File: src/design/ssc_pkg.sv
`default_nettype none
// ----------------------------------------------------------------------------
// Sine scroller package
// Shared constants, register codes and small lookup functions for the
// sine-wave text scroller slice generator.
// ----------------------------------------------------------------------------
package ssc_pkg;

  // Default geometry of one glyph in the font image.
  localparam int GlyphWidthDef  = 48;
  localparam int GlyphHeightDef = 50;
  localparam int SliceWidthDef  = 4;

  // Payload widths fixed by the channel definitions.
  localparam int CharW = 8;
  localparam int CoordW = 11;
  localparam int AddrW = 17;

  // Configuration port.
  localparam int CfgIdxW  = 2;
  localparam int CfgDataW = 10;
  localparam logic [CfgIdxW-1:0] CfgScreenWidth  = 2'd0;
  localparam logic [CfgIdxW-1:0] CfgScreenHeight = 2'd1;
  localparam logic [CfgIdxW-1:0] CfgMessageLen   = 2'd2;

  localparam int DimW = 10;
  localparam int LenW = 8;
  localparam logic [DimW-1:0] ScreenWidthRst  = 10'd320;
  localparam logic [DimW-1:0] ScreenHeightRst = 10'd240;

  // Scroll state. The position is signed and saturates at PosMax.
  localparam int PosW = 18;
  localparam logic signed [PosW-1:0] PosMax = 18'sd65535;
  localparam int ShiftW = 15;
  localparam logic [ShiftW-1:0] ShiftStep = 15'd5;

  localparam logic [CharW-1:0] CharSpace = 8'h20;

  localparam int DegW  = 9;
  localparam int WaveW = 6;

  typedef struct packed {
    logic [2:0] row;
    logic [2:0] col;
  } glyph_pos_t;

  // First quadrant of trunc(25*sin(deg)), deg = 0..90.
  localparam logic [4:0] QuarterWave [0:90] = '{
    5'd0, 5'd0, 5'd0, 5'd1, 5'd1, 5'd2, 5'd2, 5'd3, 5'd3, 5'd3,
    5'd4, 5'd4, 5'd5, 5'd5, 5'd6, 5'd6, 5'd6, 5'd7, 5'd7, 5'd8,
    5'd8, 5'd8, 5'd9, 5'd9, 5'd10, 5'd10, 5'd10, 5'd11, 5'd11, 5'd12,
    5'd12, 5'd12, 5'd13, 5'd13, 5'd13, 5'd14, 5'd14, 5'd15, 5'd15, 5'd15,
    5'd16, 5'd16, 5'd16, 5'd17, 5'd17, 5'd17, 5'd17, 5'd18, 5'd18, 5'd18,
    5'd19, 5'd19, 5'd19, 5'd19, 5'd20, 5'd20, 5'd20, 5'd20, 5'd21, 5'd21,
    5'd21, 5'd21, 5'd22, 5'd22, 5'd22, 5'd22, 5'd22, 5'd23, 5'd23, 5'd23,
    5'd23, 5'd23, 5'd23, 5'd23, 5'd24, 5'd24, 5'd24, 5'd24, 5'd24, 5'd24,
    5'd24, 5'd24, 5'd24, 5'd24, 5'd24, 5'd24, 5'd24, 5'd24, 5'd24, 5'd24,
    5'd25
  };

  // Map a character byte to its cell in the 6-wide font grid. Anything
  // outside the font set is drawn as a period.
  function automatic glyph_pos_t glyph_of(input logic [CharW-1:0] ch);
    logic [5:0]  k;
    logic [11:0] prod;
    glyph_pos_t  g;
    if (ch >= 8'h61 && ch <= 8'h7a) begin
      k = 6'(ch - 8'h61);
    end else if (ch >= 8'h30 && ch <= 8'h39) begin
      k = 6'(ch - 8'h30 + 8'd26);
    end else begin
      case (ch)
        8'h3f:   k = 6'd36;
        8'h21:   k = 6'd37;
        8'h28:   k = 6'd38;
        8'h29:   k = 6'd39;
        8'h2c:   k = 6'd41;
        default: k = 6'd40;
      endcase
    end
    // k / 6 for k below 42 is exactly (k * 43) >> 8.
    prod  = 12'(k) * 12'd43;
    g.row = prod[10:8];
    g.col = 3'(k - 6'(g.row) * 6'd6);
    return g;
  endfunction

  // Wave table index: (3*|x|/2) mod 360 for |x| up to 1023.
  function automatic logic [DegW-1:0] wave_deg(input logic [9:0] ax);
    logic [11:0] t;
    t = (12'(ax) + {1'b0, ax, 1'b0}) >> 1;
    if (t >= 12'd1440)      t = t - 12'd1440;
    else if (t >= 12'd1080) t = t - 12'd1080;
    else if (t >= 12'd720)  t = t - 12'd720;
    else if (t >= 12'd360)  t = t - 12'd360;
    return t[DegW-1:0];
  endfunction

  // Full-circle wave built from the first quadrant.
  function automatic logic signed [WaveW-1:0] wave_lut(input logic [DegW-1:0] deg);
    logic [6:0] idx;
    logic       neg;
    logic [4:0] mag;
    if (deg <= 9'd90) begin
      idx = deg[6:0];
      neg = 1'b0;
    end else if (deg <= 9'd180) begin
      idx = 7'(9'd180 - deg);
      neg = 1'b0;
    end else if (deg <= 9'd270) begin
      idx = 7'(deg - 9'd180);
      neg = 1'b1;
    end else begin
      idx = 7'(9'd360 - deg);
      neg = 1'b1;
    end
    mag = (idx <= 7'd90) ? QuarterWave[idx] : 5'd0;
    return neg ? -$signed({1'b0, mag}) : $signed({1'b0, mag});
  endfunction

endpackage
`default_nettype wire

File: src/design/ssc_in_if.sv
`default_nettype none
// ----------------------------------------------------------------------------
// Character channel
// Valid/ready channel that carries one message character per item.
// ----------------------------------------------------------------------------
interface ssc_in_if;
  logic                        valid;
  logic                        ready;
  logic [ssc_pkg::CharW-1:0]   char_code;
  logic                        frame_end;

  modport source (output valid, output char_code, output frame_end, input ready);
  modport sink   (input valid, input char_code, input frame_end, output ready);
endinterface
`default_nettype wire

File: src/design/ssc_out_if.sv
`default_nettype none
// ----------------------------------------------------------------------------
// Slice channel
// Valid/ready channel that carries one visible glyph slice per item.
// ----------------------------------------------------------------------------
interface ssc_out_if;
  logic                               valid;
  logic                               ready;
  logic signed [ssc_pkg::CoordW-1:0]  x_pos;
  logic signed [ssc_pkg::CoordW-1:0]  y_pos;
  logic [ssc_pkg::AddrW-1:0]          font_address;
  logic                               run_last;

  modport source (output valid, output x_pos, output y_pos, output font_address,
                  output run_last, input ready);
  modport sink   (input valid, input x_pos, input y_pos, input font_address,
                  input run_last, output ready);
endinterface
`default_nettype wire

File: src/design/sine_wave_text_scroller_top.sv
`default_nettype none
// An accepted item is registered in the slice sequencer; its slices pass through stage B
// and the output register (stage C). The sequencer handles one slice per cycle unless the
// output stalls. A character gives GLYPH_WIDTH/SLICE_WIDTH slices (12 by default), fewer
// past the right edge, a space none. The next item is taken in a character's last step.
// Reset (asynchronous, active low) restores width 320, height 240, message length 0,
// scroll position 320 and frame shift 0, and empties the pipeline.
// ----------------------------------------------------------------------------
// Sine-wave text scroller top level
// Cuts each message character into vertical slices and emits screen x, a
// sine-wave y and a font image address for each slice that is on screen.
// ----------------------------------------------------------------------------
module sine_wave_text_scroller_top #(
  parameter int GLYPH_WIDTH  = ssc_pkg::GlyphWidthDef,
  parameter int GLYPH_HEIGHT = ssc_pkg::GlyphHeightDef,
  parameter int SLICE_WIDTH  = ssc_pkg::SliceWidthDef
) (
  input  wire logic                          clk_i,
  input  wire logic                          rst_ni,
  input  wire logic                          cfg_we_i,
  input  wire logic [ssc_pkg::CfgIdxW-1:0]   cfg_idx_i,
  input  wire logic [ssc_pkg::CfgDataW-1:0]  cfg_data_i,
  ssc_in_if.sink                             char_i,
  ssc_out_if.source                          slice_o
);
  import ssc_pkg::*;

  // Offset of a slice inside its glyph; it always stays below GLYPH_WIDTH.
  localparam int OffW      = $clog2(GLYPH_WIDTH);
  // Distance in the font image from one glyph row to the next.
  localparam int RowStride = 6 * GLYPH_WIDTH * GLYPH_HEIGHT;
  localparam int LimW      = 17;
  localparam logic signed [PosW-1:0] NegSlice  = -(PosW'(SLICE_WIDTH));
  localparam logic signed [PosW-1:0] SliceStep = PosW'(SLICE_WIDTH);
  localparam logic signed [PosW-1:0] GlyphStep = PosW'(GLYPH_WIDTH);

  // Configuration registers.
  logic [DimW-1:0] sw_q, sh_q;
  logic [LenW-1:0] ml_q;

  // Scroll state.
  logic signed [PosW-1:0] pos_q, pos_d;
  logic [ShiftW-1:0]      shift_q, shift_d;

  // Slice sequencer: the character in work and where it stands.
  logic              busy_q, space_q, fend_q;
  logic [AddrW-1:0]  base_q;
  logic [OffW-1:0]   off_q;

  // Stage B holds a slice whose wave value is still to be looked up; stage C
  // is the output register.
  logic                     b_valid_q;
  logic signed [CoordW-1:0] bx_q;
  logic [DegW-1:0]          bdeg_q;
  logic [AddrW-1:0]         baddr_q;
  logic                     blast_q;

  logic                     c_valid_q;
  logic signed [CoordW-1:0] cx_q, cy_q;
  logic [AddrW-1:0]         caddr_q;
  logic                     clast_q;

  logic c_ready, b_ready;
  logic signed [PosW-1:0] sw_ext, pos_next_slice, pos_sat;
  logic stop, emit, step, last_col, final_step, run_last;
  logic in_acc;
  logic [LimW-1:0]   limit;
  logic [ShiftW-1:0] shift_eff;
  logic [9:0]        ax;
  glyph_pos_t        gpos;
  logic signed [WaveW-1:0] wave_b;

  assign c_ready = !c_valid_q || slice_o.ready;
  assign b_ready = !b_valid_q || c_ready;

  assign sw_ext         = $signed({{(PosW-DimW){1'b0}}, sw_q});
  assign pos_next_slice = pos_q + SliceStep;

  // A slice that starts right of the screen stops the character. A slice that
  // is entirely left of the screen is skipped but still advances the position.
  assign stop     = !space_q && (pos_q > sw_ext);
  assign emit     = busy_q && !space_q && !stop && (pos_q > NegSlice);
  assign step     = busy_q && (!emit || b_ready);
  assign last_col = (32'(off_q) + SLICE_WIDTH) >= GLYPH_WIDTH;
  assign final_step = space_q || stop || last_col;

  // Once a slice is visible every later one is too, so this slice is the last
  // one emitted exactly when the glyph ends here or the next slice stops it.
  assign run_last = last_col || (pos_next_slice > sw_ext);

  assign char_i.ready = !busy_q || (step && final_step);
  assign in_acc       = char_i.valid && char_i.ready;

  // Spaces advance by a glyph width and saturate; slices never come near it.
  always_comb begin
    pos_sat = pos_q + GlyphStep;
    if (pos_sat > PosMax) begin
      pos_sat = PosMax;
    end
  end

  // The frame shift wraps once the whole message has scrolled past.
  assign limit     = LimW'(32'(ml_q) * GLYPH_WIDTH + 32'(sw_q));
  assign shift_eff = (LimW'(shift_q) > limit) ? '0 : shift_q;

  always_comb begin
    pos_d   = pos_q;
    shift_d = shift_q;
    if (step) begin
      if (final_step && fend_q) begin
        pos_d   = sw_ext - $signed({{(PosW-ShiftW){1'b0}}, shift_eff});
        shift_d = shift_eff + ShiftStep;
      end else if (space_q) begin
        pos_d = pos_sat;
      end else if (!stop) begin
        pos_d = pos_next_slice;
      end
    end
    if (cfg_we_i && cfg_idx_i == CfgScreenWidth) begin
      pos_d = $signed({{(PosW-DimW){1'b0}}, cfg_data_i});
    end
  end

  assign ax   = pos_q[PosW-1] ? 10'(-pos_q) : pos_q[9:0];
  assign gpos = glyph_of(char_i.char_code);

  always_ff @(posedge clk_i or negedge rst_ni) begin
    if (!rst_ni) begin
      sw_q    <= ScreenWidthRst;
      sh_q    <= ScreenHeightRst;
      ml_q    <= '0;
      pos_q   <= $signed({{(PosW-DimW){1'b0}}, ScreenWidthRst});
      shift_q <= '0;
      busy_q  <= 1'b0;
    end else begin
      pos_q   <= pos_d;
      shift_q <= shift_d;
      if (cfg_we_i) begin
        case (cfg_idx_i)
          CfgScreenWidth:  sw_q <= cfg_data_i[DimW-1:0];
          CfgScreenHeight: sh_q <= cfg_data_i[DimW-1:0];
          CfgMessageLen:   ml_q <= cfg_data_i[LenW-1:0];
          default: ;
        endcase
      end
      if (in_acc) begin
        busy_q <= 1'b1;
      end else if (step && final_step) begin
        busy_q <= 1'b0;
      end
    end
  end

  // Character context; loaded on accept, walked one slice per step.
  always_ff @(posedge clk_i) begin
    if (in_acc) begin
      space_q <= (char_i.char_code == CharSpace);
      fend_q  <= char_i.frame_end;
      base_q  <= AddrW'(32'(gpos.row) * RowStride + 32'(gpos.col) * GLYPH_WIDTH);
      off_q   <= '0;
    end else if (step && !final_step) begin
      off_q <= OffW'(32'(off_q) + SLICE_WIDTH);
    end
  end

  // Slice pipeline control.
  always_ff @(posedge clk_i or negedge rst_ni) begin
    if (!rst_ni) begin
      b_valid_q <= 1'b0;
      c_valid_q <= 1'b0;
    end else begin
      if (emit && step) begin
        b_valid_q <= 1'b1;
      end else if (c_ready) begin
        b_valid_q <= 1'b0;
      end
      if (b_valid_q && c_ready) begin
        c_valid_q <= 1'b1;
      end else if (slice_o.ready) begin
        c_valid_q <= 1'b0;
      end
    end
  end

  assign wave_b = wave_lut(bdeg_q);

  // Slice payload. The wave table is read on the way into the output register.
  always_ff @(posedge clk_i) begin
    if (emit && step) begin
      bx_q    <= pos_q[CoordW-1:0];
      bdeg_q  <= wave_deg(ax);
      baddr_q <= AddrW'(32'(base_q) + 32'(off_q));
      blast_q <= run_last;
    end
    if (b_valid_q && c_ready) begin
      cx_q    <= bx_q;
      cy_q    <= $signed({2'b00, sh_q[DimW-1:1]}) + {{(CoordW-WaveW){wave_b[WaveW-1]}}, wave_b};
      caddr_q <= baddr_q;
      clast_q <= blast_q;
    end
  end

  assign slice_o.valid        = c_valid_q;
  assign slice_o.x_pos        = cx_q;
  assign slice_o.y_pos        = cy_q;
  assign slice_o.font_address = caddr_q;
  assign slice_o.run_last     = clast_q;

`ifndef SYNTHESIS
  // Only slices that lie on screen reach the output register.
  a_slice_on_screen: assert property (@(posedge clk_i) disable iff (!rst_ni)
    c_valid_q |-> (cx_q > -($signed(CoordW'(SLICE_WIDTH))))
                  && (cx_q <= $signed({1'b0, sw_q})))
    else $error("slice outside the visible range");

  // The position never goes above its saturation limit.
  a_pos_bounded: assert property (@(posedge clk_i) disable iff (!rst_ni)
    pos_q <= PosMax)
    else $error("scroll position above its limit");

  // A stalled stage B slice keeps its payload while stage C cannot take it.
  a_stage_b_hold: assert property (@(posedge clk_i) disable iff (!rst_ni)
    b_valid_q && !c_ready |=> b_valid_q && $stable(bx_q) && $stable(baddr_q))
    else $error("stage B slice lost under stall");

  // The slice offset stays inside the glyph while a character is in work.
  a_offset_in_glyph: assert property (@(posedge clk_i) disable iff (!rst_ni)
    busy_q |-> (32'(off_q) < GLYPH_WIDTH))
    else $error("slice offset beyond glyph width");
`endif

endmodule
`default_nettype wire
File: src/flat_wrapper.sv
// flat-port wrapper written by rule: the top's interface ports become plain ports
module sine_wave_text_scroller_top_flat import ssc_pkg::*;
#(
  parameter int GLYPH_WIDTH  = ssc_pkg::GlyphWidthDef,
  parameter int GLYPH_HEIGHT = ssc_pkg::GlyphHeightDef,
  parameter int SLICE_WIDTH  = ssc_pkg::SliceWidthDef
)
  (clk_i, rst_ni, cfg_we_i, cfg_idx_i, cfg_data_i, char_i_valid, char_i_char_code, char_i_frame_end, char_i_ready, slice_o_valid, slice_o_x_pos, slice_o_y_pos, slice_o_font_address, slice_o_run_last, slice_o_ready);
  ssc_in_if char_i_i ();
  ssc_out_if slice_o_i ();
  input  wire logic clk_i;
  input  wire logic rst_ni;
  input  wire logic cfg_we_i;
  input  wire logic [ssc_pkg::CfgIdxW-1:0] cfg_idx_i;
  input  wire logic [ssc_pkg::CfgDataW-1:0] cfg_data_i;
  input wire logic [$bits(char_i_i.valid)-1:0] char_i_valid;
  input wire logic [$bits(char_i_i.char_code)-1:0] char_i_char_code;
  input wire logic [$bits(char_i_i.frame_end)-1:0] char_i_frame_end;
  output wire logic [$bits(char_i_i.ready)-1:0] char_i_ready;
  output wire logic [$bits(slice_o_i.valid)-1:0] slice_o_valid;
  output wire logic [$bits(slice_o_i.x_pos)-1:0] slice_o_x_pos;
  output wire logic [$bits(slice_o_i.y_pos)-1:0] slice_o_y_pos;
  output wire logic [$bits(slice_o_i.font_address)-1:0] slice_o_font_address;
  output wire logic [$bits(slice_o_i.run_last)-1:0] slice_o_run_last;
  input wire logic [$bits(slice_o_i.ready)-1:0] slice_o_ready;
  assign char_i_i.valid = char_i_valid;
  assign char_i_i.char_code = char_i_char_code;
  assign char_i_i.frame_end = char_i_frame_end;
  assign char_i_ready = char_i_i.ready;
  assign slice_o_valid = slice_o_i.valid;
  assign slice_o_x_pos = slice_o_i.x_pos;
  assign slice_o_y_pos = slice_o_i.y_pos;
  assign slice_o_font_address = slice_o_i.font_address;
  assign slice_o_run_last = slice_o_i.run_last;
  assign slice_o_i.ready = slice_o_ready;
  sine_wave_text_scroller_top #(.GLYPH_WIDTH(GLYPH_WIDTH), .GLYPH_HEIGHT(GLYPH_HEIGHT), .SLICE_WIDTH(SLICE_WIDTH)) u_core (.clk_i(clk_i), .rst_ni(rst_ni), .cfg_we_i(cfg_we_i), .cfg_idx_i(cfg_idx_i), .cfg_data_i(cfg_data_i), .char_i(char_i_i), .slice_o(slice_o_i));
endmodule
File: config.mk
export PLATFORM = sky130hd
export DESIGN_NAME = sine_wave_text_scroller_top_flat
export DESIGN_NICKNAME = d
export VERILOG_FILES = /design/src/design/ssc_pkg.sv /design/src/design/ssc_in_if.sv /design/src/design/ssc_out_if.sv /design/src/design/sine_wave_text_scroller_top.sv /design/src/flat_wrapper.sv
export SDC_FILE = /design/constraint.sdc
export NUM_CORES = 1
export LEC_CHECK = 0
export ABC_CLOCK_PERIOD_IN_PS = 8029
export BUFFER_PORTS_ARGS = -buffer_cell sky130_fd_sc_hd__buf_2
export CORE_UTILIZATION = 30
export DETAILED_ROUTE_END_ITERATION = 10
export HOLD_SLACK_MARGIN = 0.03
export PLACE_DENSITY = 0.54
export SLEW_MARGIN = 20
export SYNTH_ARGS = -nofsm -noshare
export SYNTH_HDL_FRONTEND = slang
export SYNTH_SLANG_ARGS = --single-unit
File: constraint.sdc
create_clock -name clk_i -period 8.03 [get_ports clk_i]
set_input_delay 1.2045 -clock clk_i [delete_from_list [all_inputs] [get_ports clk_i]]
set_output_delay 1.2045 -clock clk_i [all_outputs]
set_load 0.02 [all_outputs]
# After elaboration in Yosys (flattened, before gate mapping)
# Memories as Yosys holds them, arrays and structs flattened.
# Index checks and enable logic that the tools add are counted.
dict set report word_totals {
  inputBits 26
  memories 1
  ff_bits 167
  mem_bits_ro 640
}
# memory words width rd rd_ports_with_merged_regs wr line_no
set mem_list {}
lappend mem_list {{(name not given)} 128 5 1 0 0 ssc_pkg.sv:117} ;# mag = (idx <= 7'd90) ? QuarterWave[idx] : 5'd0;
dict set report classes {
  reduce_logical 38
  n_mul 5
  muxes 30
  order_cmp 19
  n_eq_ne 9
  n_addsub 23
  n_bitwise 1
}
# op count
set op_table {}
lappend op_table {{18-bit two-way mux} 6}
lappend op_table {{8-bit by 6-bit == test with 1-bit output, second input constant} 6}
lappend op_table {{18-bit by 11-bit greater-than comparator with 1-bit output} 2}
lappend op_table {{9-bit two-way mux} 4}
lappend op_table {{32-bit by 6-bit greater-or-equal comparator with 1-bit output, second input constant} 1}
lappend op_table {{11-bit greater-or-equal comparator, second input constant} 2}
lappend op_table {{7-bit two-way mux} 3}
lappend op_table {{4-bit one-hot mux with 5 select lines} 1}
lappend op_table {{18-bit by 4-bit adder with 18-bit output, second input constant} 1}
lappend op_table {{18-bit by 7-bit adder with 18-bit output, second input constant} 1}
lappend op_table {{18-bit by 17-bit greater-than comparator with 1-bit output, second input constant} 1}
lappend op_table {{18-bit by 3-bit greater-than comparator with 1-bit output, second input constant} 1}
lappend op_table {{6-bit two-way mux} 3}
lappend op_table {{9-bit subtractor, second input constant} 2}
lappend op_table {{17-bit by 6-bit adder with 17-bit output} 1}
lappend op_table {{17-bit by 9-bit adder with 17-bit output} 1}
lappend op_table {{15-bit by 17-bit greater-than comparator with 1-bit output} 1}
lappend op_table {{10-bit by 15-bit subtractor with 16-bit output} 1}
lappend op_table {{14-bit by 10-bit adder with 15-bit output} 1}
lappend op_table {{15-bit by 3-bit adder with 15-bit output, second input constant} 1}
lappend op_table {{15-bit two-way mux} 1}
lappend op_table {{5-bit two-way mux} 3}
lappend op_table {{1-bit logical AND} 14}
lappend op_table {{10-bit by 11-bit adder with 12-bit output} 1}
lappend op_table {{39 further kinds} 66}

# Longest topological paths before layout
# Gate-level depths: netlist of the first run.
dict set report depth {
  word_depth 12
  mapped_depth 35
  mapped_depth_nobuf 34
}

# Worst setup path before layout of the first run
# No wires, ideal clock.
dict set report synth_timing {
  path_kind {input-to-reg}
  startpoint {input char_i_char_code[1]}
  endpoint {register u_core.base_q[7] (data pin)}
  setup_slack_ns 0.334
  path_stages 28
  path_buffers 0
  t_arrival_ns 7.446
  cell_sequence {inv_1 ha_1 nand2_1 o311ai_1 inv_1 a221o_1 a21oi_1 ha_1 ha_1 inv_1 fa_1 inv_1 ha_1 and3_1 a31o_2 a21o_1 a21o_1 a21oi_1 o21bai_1 xor2_1 ha_1 xnor2_1 xnor2_1 fa_1 ha_1 inv_1 fa_1 inv_1}
}
dict set report synth_between {
  elab_chain_len 9
  word_cells_on_any_way 23
  cone_classes {add/sub: 5; mul: 4; order compare: 4; eq/ne: 5; mux: 3; reduce/logical: 2}
}
# item line_no
set synth_lines {}
lappend synth_lines {{from (decl)} flat_wrapper.sv:17} ;# input wire logic [$bits(char_i_i.char_code)-1:0] char_i_char_code;
lappend synth_lines {{6-bit subtractor, or another cell as far along} ssc_pkg.sv:70} ;# k = 6'(ch - 8'h30 + 8'd26);
lappend synth_lines {{6-bit by 5-bit adder with 6-bit output, or another cell as far along} ssc_pkg.sv:70}
lappend synth_lines {{6-bit two-way mux} ssc_pkg.sv:69} ;# end else if (ch >= 8'h30 && ch <= 8'h39) begin
lappend synth_lines {{6-bit two-way mux *} ssc_pkg.sv:67} ;# if (ch >= 8'h61 && ch <= 8'h7a) begin
lappend synth_lines {{6-bit by 6-bit multiplier with 11-bit output} ssc_pkg.sv:82} ;# prod = 12'(k) * 12'd43;
lappend synth_lines {{3-bit by 2-bit multiplier with 2-bit output} ssc_pkg.sv:84} ;# g.col = 3'(k - 6'(g.row) * 6'd6);
lappend synth_lines {{3-bit subtractor} ssc_pkg.sv:84}
lappend synth_lines {{3-bit by 2-bit multiplier with 5-bit output} sine_wave_text_scroller_top.sv:159} ;# base_q <= AddrW'(32'(gpos.row) * RowStride + 32'(gpos.col) * GLYPH_WIDTH);
lappend synth_lines {{17-bit by 9-bit adder with 17-bit output *} sine_wave_text_scroller_top.sv:159}
lappend synth_lines {{to (signal assigned)} sine_wave_text_scroller_top.sv:159}
lappend synth_lines {{to (decl)} sine_wave_text_scroller_top.sv:47} ;# logic [AddrW-1:0] base_q;
# Every way passes the cells marked *; elsewhere a longest branch is shown, timed or not.
# A chain may end at the register's enable or synchronous reset.

# Worst setup path after layout of the first run
dict set report layout_timing {
  startpoint {input char_i_char_code[1]}
  endpoint {register u_core.base_q[8] (data pin)}
}
# The elaborated chain is that of the path after synthesis.

==> impl_metrics.tcl, run 1 <==
set metrics [dict create \
    cts_buffers 17 \
    cp_common_cell "ha_1" \
    initial_core_util_pct 30.4 \
    critPathMaxFanout 6 \
    cts.repair.resized 0 \
    dr.pass1.iters 5 \
    die_h_um 205 \
    cp.required_ps 8210 \
    port_buffers 65 \
    final_common_cell "ha_1" \
    overflow 0 \
    antennaDiodeCount 0 \
    period_share_pct 92.5 \
    path_clk_slew_ps 70 \
    slew_viol_final 0 \
    fin_tns_setup_ps 0 \
    fin_crit_ps 7430 \
    path_class "primary input to register" \
    htreeDepth 4 \
    rows 74 \
    drive_above_1_share_pct 12.1 \
    pin_count 68 \
    cts_hold_buffers 0 \
    cp-start-kind "primary input" \
    synth_edf_count 88 \
    slowest_stage "a21boi_0" \
    dieWidth_um 205 \
    synth-seq-cells 155 \
    n_fill_cell 4126 \
    cts_setup_buffers 0 \
    drt_wl_total_um 28900 \
    root_buffer "clkbuf_16" \
    yosysUniqueCellTypes 88 \
    tightest_slew_ps 991 \
    clk_latency_ps 430 \
    route.antenna.remaining_nets 0 \
    grt_use_total_pct 14.1 \
    syn_area_sq_um 12400 \
    via_count 9580 \
    vias_per_cell 5.01 \
    avgSynthCellArea_sq_um 9.41 \
    cap_viol_max_count 0 \
    wl_per_cell_um 15.1 \
    dpl.hpwl_um 21900 \
    worstHoldPathType "register to register" \
    drtIter0Drc 553 \
    crit_path_max_incr_delay_ps 560 \
    max-clock-path-buffers 2 \
    antenna_found_initial 0 \
    area_growth_pct 12.1 \
    outcome "finished, final reports clean" \
    final_cell_mix "158 x ha_1, 112 x inv_1, 106 x nand2_1, 95 x nor2_1, 88 x edfxtp_1" \
    clock_sinks 155 \
    core_sq_um 40800 \
    die_area_sq_um 42200 \
    fmaxAchievable_ghz 0.135 \
    postSynthCellCount 1319 \
    skew_ps 10.4 \
    fin_nets 1566 \
    grt_pass1_vias 9401 \
    gp_congestion 0.872 \
    setup_viol 0 \
    synthFlopType "edfxtp_1" \
    cts_tree "done" \
    grt_pass1_wl_um 47700 \
    cp-end-kind "register" \
    synthArstFlopShare_pct 40.6 \
    cp.arrival_ps 7610 \
    ys_seq_area_share_pct 34.7 \
    rsz0062_at_grt "false" \
    holdWs_ps 416 \
    hold_viol_final 0 \
    utilization_pct 34.1 \
    maxSlewHeadroom_pct 33.9 \
    post-route-drc-count 0 \
    grt_max_degree 64 \
    ys_warn_count 0 \
]
==> metal layers <==
metal / vias to the layer above / share of wire (%) / global-route usage (%)
li1: 4824 / - / -
met1: 4580 / 47 / 18.3
met2: 161 / 49 / 24.5
met3: 15 / 3.2 / 2.23
met4: 0 / 0.86 / 3.57
met5: - / 0 / 0
==> cell usage after synthesis, types with 4 or more instances <==
library cell,n,area (sq um)
o31ai_1,14,105
o21ai_0,68,340
buf_2,6,30.0
nand3b_1,6,45.0
mux2i_1,9,90.1
a221o_1,4,40.0
a221oi_1,6,52.6
nand4_1,16,100
inv_1,112,420
a31oi_1,19,119
a21o_1,34,255
xor2_1,33,289
nand2_1,106,398
nand2b_1,10,62.6
xnor2_1,71,622
fa_1,15,300
or3_1,5,31.3
and3_1,9,56.3
nand3_1,24,120
a211oi_1,12,90.1
clkbuf_1,41,154
edfxtp_1,88,2640
o21a_1,8,60.1
and2_1,8,50.1
dfxtp_1,4,80.1
a21oi_1,78,390
dfrtp_1,55,1380
a21boi_0,5,37.5
nor2b_1,13,81.3
o22ai_1,9,56.3
or2_2,4,25.0
dfstp_2,8,210
ha_1,158,1980
o21ai_1,6,30.0
nor2_1,95,357
o211ai_1,8,60.1
o21bai_1,15,113
mux2_2,19,214
nor3_1,39,195
==> through the flow <==
| stage | area, sq um | setup slack, ps | cells |
|---|---|---|---|
| 2_1_floorplan | 12400 | 334 | 1320 |
| 3_3_place_gp | 13300 | 263 | 1879 |
| 3_5_place_dp | 13300 | 107 | 1879 |
| 4_1_cts | 13900 | 569 | 1911 |
| 5_1_grt | 13900 | 63.4 | 1912 |
| 6_report | 13900 | 599 | 1912 |
==> kinds of logic after synthesis <==
family	share of synthesized area (%)
simple gates	13.4
compound gates	18.1
fa+ha+maj	18.3
buf+inv	5.42
flops	34.7
mux	2.45
other cells	0.0302
xor+xnor	7.47
==> layout make-up <==
cell class	count	area, sq um	area share (%)
Timing Repair Buffer	82	473	3.40
Clock inverter	14	154	1.11
Sequential cell	155	4310	31.0
Tap cell	532	666	4.79
Inverter	114	433	3.11
Multi-Input combinational cell	997	7450	53.5
Clock buffer	18	429	3.09
==> state kept, by name, indices dropped and copies added, names as in the netlist, 4 cells and up <==
name	flops
u_core.bdeg_q	9
u_core.off_q	4
u_core.shift_q	15
u_core.ml_q	8
u_core.base_q	12
u_core.sw_q	10
u_core.slice_o.y_pos	11
u_core.slice_o.font_address	15
u_core.bx_q	11
u_core.baddr_q	15
u_core.sh_q	9
u_core.slice_o.x_pos	11
u_core.pos_q	18
==> path summary, 6_finish.rpt <==
check / cells after the start / start / slack, ps / to
max: 28 / char_i_char_code[1] / 600 / u_core.base_q[8]
max reg2reg: 31 / u_core.ml_q[1] / 1320 / u_core.pos_q[11]
min: 0 / u_core.bx_q[8] / 420 / u_core.slice_o.x_pos[8]
min in group asynchronous: 2 / rst_ni / 940 / u_core.shift_q[11]
min reg2reg: 0 / u_core.bx_q[8] / 420 / u_core.slice_o.x_pos[8]
max in group asynchronous: 2 / rst_ni / 6500 / u_core.sw_q[4]
==> worst max-delay path: cells and delay by family <==
| family | cells | cell delay, ps |
|---|---|---|
| fa+ha+maj | 8 | 2780 |
| compound gates | 9 | 2090 |
| xor+xnor | 5 | 850 |
| buf+inv | 5 | 490 |
| simple gates | 1 | 180 |
Power of run 1 is not shown: default switching activity piles up to over one toggle a cycle in this logic, so the estimate is an artifact.
==> inputs of run 2 (changes only) <==
--- a/config.mk
+++ b/config.mk
@@ -8,8 +8,8 @@
 export ABC_CLOCK_PERIOD_IN_PS = 8029
 export BUFFER_PORTS_ARGS = -buffer_cell sky130_fd_sc_hd__buf_2
 export CORE_UTILIZATION = 30
+export CTS_BUF_LIST = sky130_fd_sc_hd__clkbuf_8 sky130_fd_sc_hd__clkbuf_16
 export DETAILED_ROUTE_END_ITERATION = 10
-export HOLD_SLACK_MARGIN = 0.03
 export PLACE_DENSITY = 0.54
 export SLEW_MARGIN = 20
 export SYNTH_ARGS = -nofsm -noshare
==> run 2 against run 1 <==
- first-iteration DRC count unchanged
- flip-flop and latch count is the same
- sequential share of layout area unchanged
- hold slack barely moved
- utilization unchanged
- register-to-register slack about the same
- die area did not move
- cell area unchanged
- setup slack about the same
- critical path depth did not move
- largest cell class unchanged
==> impl_metrics.tcl, run 2 (same netlist as run 1, synthesis figures left out) <==
set metrics [dict create \
    drtIter0Drc 553 \
    setup_viol 0 \
    dpl.hpwl_um 21900 \
    die_h_um 205 \
    met2_length_um 14100 \
    tightest_slew_ps 991 \
    cp-endpoint "u_core.base_q[8]" \
    grt_pass1_wl_um 47700 \
    wl_met1_um 13600 \
    slowest_stage "a21boi_0" \
    crit_path_max_incr_delay_ps 560 \
    worstHoldPathType "register to register" \
    drt_wl_total_um 28900 \
    period_share_pct 92.5 \
    antennaDiodeCount 0 \
    antenna_found_initial 0 \
    clk_latency_ps 430 \
    grt_pass1_vias 9401 \
    regToRegStartpoint "u_core.ml_q[1]" \
    slew_viol_final 0 \
    grt_use_total_pct 14.1 \
    cp-end-kind "register" \
    cp_common_cell "ha_1" \
    clock_sinks 155 \
    final_cell_mix "158 x ha_1, 113 x inv_1, 106 x nand2_1, 95 x nor2_1, 88 x edfxtp_1" \
    core_sq_um 40800 \
    hold_viol_final 0 \
    rows 74 \
    route.antenna.remaining_nets 0 \
    r2r-end "u_core.pos_q[11]" \
    vias_per_cell 5.01 \
    via_count 9584 \
    grt_max_degree 64 \
    port_buffers 65 \
    dr.pass1.iters 4 \
    rsz0062_at_grt "false" \
    final_common_cell "ha_1" \
    drive_above_1_share_pct 12.1 \
    die_area_sq_um 42200 \
    initial_core_util_pct 30.4 \
    cts_tree "done" \
    fin_nets 1566 \
    path_clk_slew_ps 70 \
    cp.arrival_ps 7610 \
    skew_ps 10.4 \
    root_buffer "clkbuf_16" \
    reg2regPathDepth 31 \
    cp.required_ps 8210 \
    post-route-drc-count 0 \
    regMostFlops "u_core.pos_q" \
    overflow 0 \
    wl_per_cell_um 15.1 \
    outcome "finished, final reports clean" \
    path_class "primary input to register" \
    maxSlewHeadroom_pct 33.9 \
    critPathMaxFanout 6 \
    cts_buffers 17 \
    cts_hold_buffers 0 \
    dieWidth_um 205 \
    fmaxAchievable_ghz 0.135 \
    startpoint "char_i_char_code[1]" \
    met3_length_um 922 \
    pin_count 68 \
    cp-start-kind "primary input" \
    cap_viol_max_count 0 \
    area_growth_pct 12.1 \
    fin_tns_setup_ps 0 \
    htreeDepth 4 \
    cts_setup_buffers 0 \
    largest_reg_flops 18 \
    cts.repair.resized 0 \
    gp_congestion 0.872 \
    reg2reg_setup_slack_ps 1320 \
    fin_crit_ps 7430 \
    route.top_layer_used "met4" \
    max-clock-path-buffers 2 \
    holdPathStages 0 \
]
run 2: cell count changes in the layout (fill, tap and decap cells not counted):
cell / delta
inv_1: +1
clkbuf_1: -1
run 2: layout make-up:
type	instances	area, sq um
clock buffer	17	425
sequential	155	4310
fill	4126	26900
tap	532	666
clock inverter	15	158
inverter	114	433
multi-input combinational	997	7450
timing repair buffer	82	473
run 2: worst max-delay path: cells and delay by family:
kind / cells / cell delay (ps)
simple gates: 1 / 180
compound gates: 9 / 2090
fa+ha+maj: 8 / 2780
buf+inv: 5 / 490
xor+xnor: 5 / 850
run 2: worst min-delay path by stage:
stage	from	to	slack [ps]
after floorplan	u_core.base_q[11]	u_core.baddr_q[11]	400
after detailed placement	u_core.base_q[16]	u_core.baddr_q[16]	400
final	u_core.bx_q[8]	u_core.slice_o.x_pos[8]	420
after global placement	u_core.base_q[11]	u_core.baddr_q[11]	400
after global routing	u_core.base_q[11]	u_core.baddr_q[11]	420
after CTS	u_core.bx_q[8]	u_core.slice_o.x_pos[8]	410
run 2: per-layer routing:
| layer | GRT usage [%] | vias to the layer above |
|---|---|---|
| met5 | 0 | - |
| met4 | 3.57 | 0 |
| met1 | 18.3 | 4581 |
| met2 | 24.5 | 165 |
| li1 | - | 4823 |
| met3 | 2.23 | 15 |
run 2: metrics by stage:
step | cell area [sq um] | cells | hold WS [ps] | util [%] | setup slack (ps)
after CTS | 13900 | 1911 | 414 | 34.0 | 569
after detailed placement | 13300 | 1879 | 405 | 32.6 | 107
after global routing | 13900 | 1912 | 424 | 34.1 | 63.4
final | 13900 | 1912 | 415 | 34.1 | 600
after global placement | 13300 | 1879 | 404 | 32.6 | 263
after floorplan | 12400 | 1320 | 400 | - | 334
Power of run 2 is left out for the same reason.
==> inputs of run 3 (changes only) <==
--- a/config.mk
+++ b/config.mk
@@ -7,10 +7,10 @@
 export LEC_CHECK = 0
 export ABC_CLOCK_PERIOD_IN_PS = 8029
 export BUFFER_PORTS_ARGS = -buffer_cell sky130_fd_sc_hd__buf_2
-export CORE_UTILIZATION = 30
+export CORE_UTILIZATION = 35
 export CTS_BUF_LIST = sky130_fd_sc_hd__clkbuf_8 sky130_fd_sc_hd__clkbuf_16
 export DETAILED_ROUTE_END_ITERATION = 10
-export PLACE_DENSITY = 0.54
+export PLACE_DENSITY = 0.6
 export SLEW_MARGIN = 20
 export SYNTH_ARGS = -nofsm -noshare
 export SYNTH_HDL_FRONTEND = slang
==> constraint.sdc (replaced) <==
create_clock -name clk_i -period 8.03 [get_ports clk_i]
set_input_delay 0.4015 -clock clk_i [delete_from_list [all_inputs] [get_ports clk_i]]
set_output_delay 0.4015 -clock clk_i [all_outputs]
set_load 0.02 [all_outputs]
==> run 3 against run 2 <==
- global-route usage increased by 1.6 points
- count of clock-buffer cells in the layout unchanged
- setup slack improved by 580 ps
- sequential share of layout area increased by 0.15 points
- register-to-register slack improved by 20 ps
- fmax increased by 8.5%
==> impl_metrics.tcl, run 3 (same netlist as run 1, synthesis figures left out) <==
set metrics [dict create \
    critPathBufInv 5 \
    pin_count 68 \
    skew_ps 15.5 \
    overflow 0 \
    rsz0062_at_grt "false" \
    fin_nets 1562 \
    vias_per_cell 5.24 \
    dpl.hpwl_um 21200 \
    finish.cell_count_without_fillers 1831 \
    cap_viol_max_count 0 \
    wl_per_cell_um 15.2 \
    antennaDiodeCount 0 \
    grt_max_degree 64 \
    cp-end-kind "register" \
    port_buffers 65 \
    fin_tns_setup_ps 0 \
    via_count 9600 \
    fin_crit_ps 6850 \
    path_class "primary input to register" \
    largest_reg_flops 18 \
    hold_viol_final 0 \
    outcome "finished, final reports clean" \
    maxSlewHeadroom_pct 30.2 \
    core_sq_um 34700 \
    clk_latency_ps 430 \
    antenna_found_initial 0 \
    slowest_stage "a21boi_0" \
    fin_area_sq_um 13800 \
    gp_congestion 0.902 \
    clock_sinks 155 \
    max-clock-path-buffers 2 \
    rows 68 \
    drtIter0Drc 523 \
    slew_viol_final 0 \
    reg2reg_setup_slack_ps 1340 \
    grt_use_total_pct 15.8 \
    cp.required_ps 8330 \
    dr.pass1.iters 5 \
    cts_hold_buffers 0 \
    grt_pass1_vias 9321 \
    tightest_slew_ps 1040 \
    dp.cells 1799 \
    path_delay_family "adder cells" \
    worstHoldPathType "primary input to asynchronous set/reset pin" \
    htreeDepth 4 \
    die_h_um 190 \
    period_share_pct 85.3 \
    die_area_sq_um 36200 \
    path_clk_slew_ps 70 \
    regMostFlops "u_core.pos_q" \
    drt_wl_total_um 27800 \
    place_area_sq_um 13200 \
    cp.arrival_ps 7150 \
    area_growth_pct 11.5 \
    fmaxAchievable_ghz 0.146 \
    final_cell_mix "158 x ha_1, 113 x inv_1, 106 x nand2_1, 95 x nor2_1, 88 x edfxtp_1" \
    cts_tree "done" \
    cp-start-kind "primary input" \
    post-route-drc-count 0 \
    cp_common_cell "ha_1" \
    cts.repair.resized 0 \
    route.antenna.remaining_nets 0 \
    root_buffer "clkbuf_16" \
    drive_above_1_share_pct 11.9 \
    cts_buffers 17 \
    grt_pass1_wl_um 46100 \
    dieWidth_um 190 \
    crit_path_max_incr_delay_ps 660 \
    initial_core_util_pct 35.8 \
    setup_viol 0 \
    critPathMaxFanout 8 \
    final_common_cell "ha_1" \
    cts_setup_buffers 0 \
]
==> run 3: cell types whose count changed in the layout (fill, tap and decap cells not counted), sizes merged <==
cell / change
clkinv: -2
bufinv: +4
inv: -1
buf: -4
clkinvlp: -1
==> run 3: per-layer routing <==
layer	track usage [%]	share of wire [%]	vias to the layer above
li1	-	-	4800
met1	20.3	47	4606
met2	27.3	49	173
met3	2.12	3.3	21
met4	4.46	1.2	0
met5	0	0	-
==> run 3: through the flow <==
stage	setup slack [ps]	util (%)	hold WS, ps
3_5_place_dp	712	38.0	405
5_1_grt	684	39.9	132
6_report	1180	39.9	154
4_1_cts	1150	39.9	132
2_1_floorplan	1140	-	106
3_3_place_gp	894	38.0	401
==> run 3: layout make-up <==
class	count	area [sq um]
well taps	455	569
clock inverters	15	235
inverters	114	433
flip-flops and latches	155	4310
fillers	3440	20900
multi-input cells	997	7450
repair buffers	78	423
clock buffers	17	425
==> run 3: path summary, 6_finish.rpt <==
check | from | end | cells past startpoint
max in group asynchronous | rst_ni | u_core.pos_q[0] | 2
max | char_i_char_code[4] | u_core.base_q[7] | 26
min reg2reg | u_core.bx_q[10] | u_core.slice_o.x_pos[10] | 0
min in group clk_i | char_i_frame_end | u_core.fend_q | 1
max reg2reg | u_core.ml_q[1] | u_core.pos_q[11] | 31
min | rst_ni | u_core.shift_q[11] | 2
Power of run 3 is left out for the same reason.
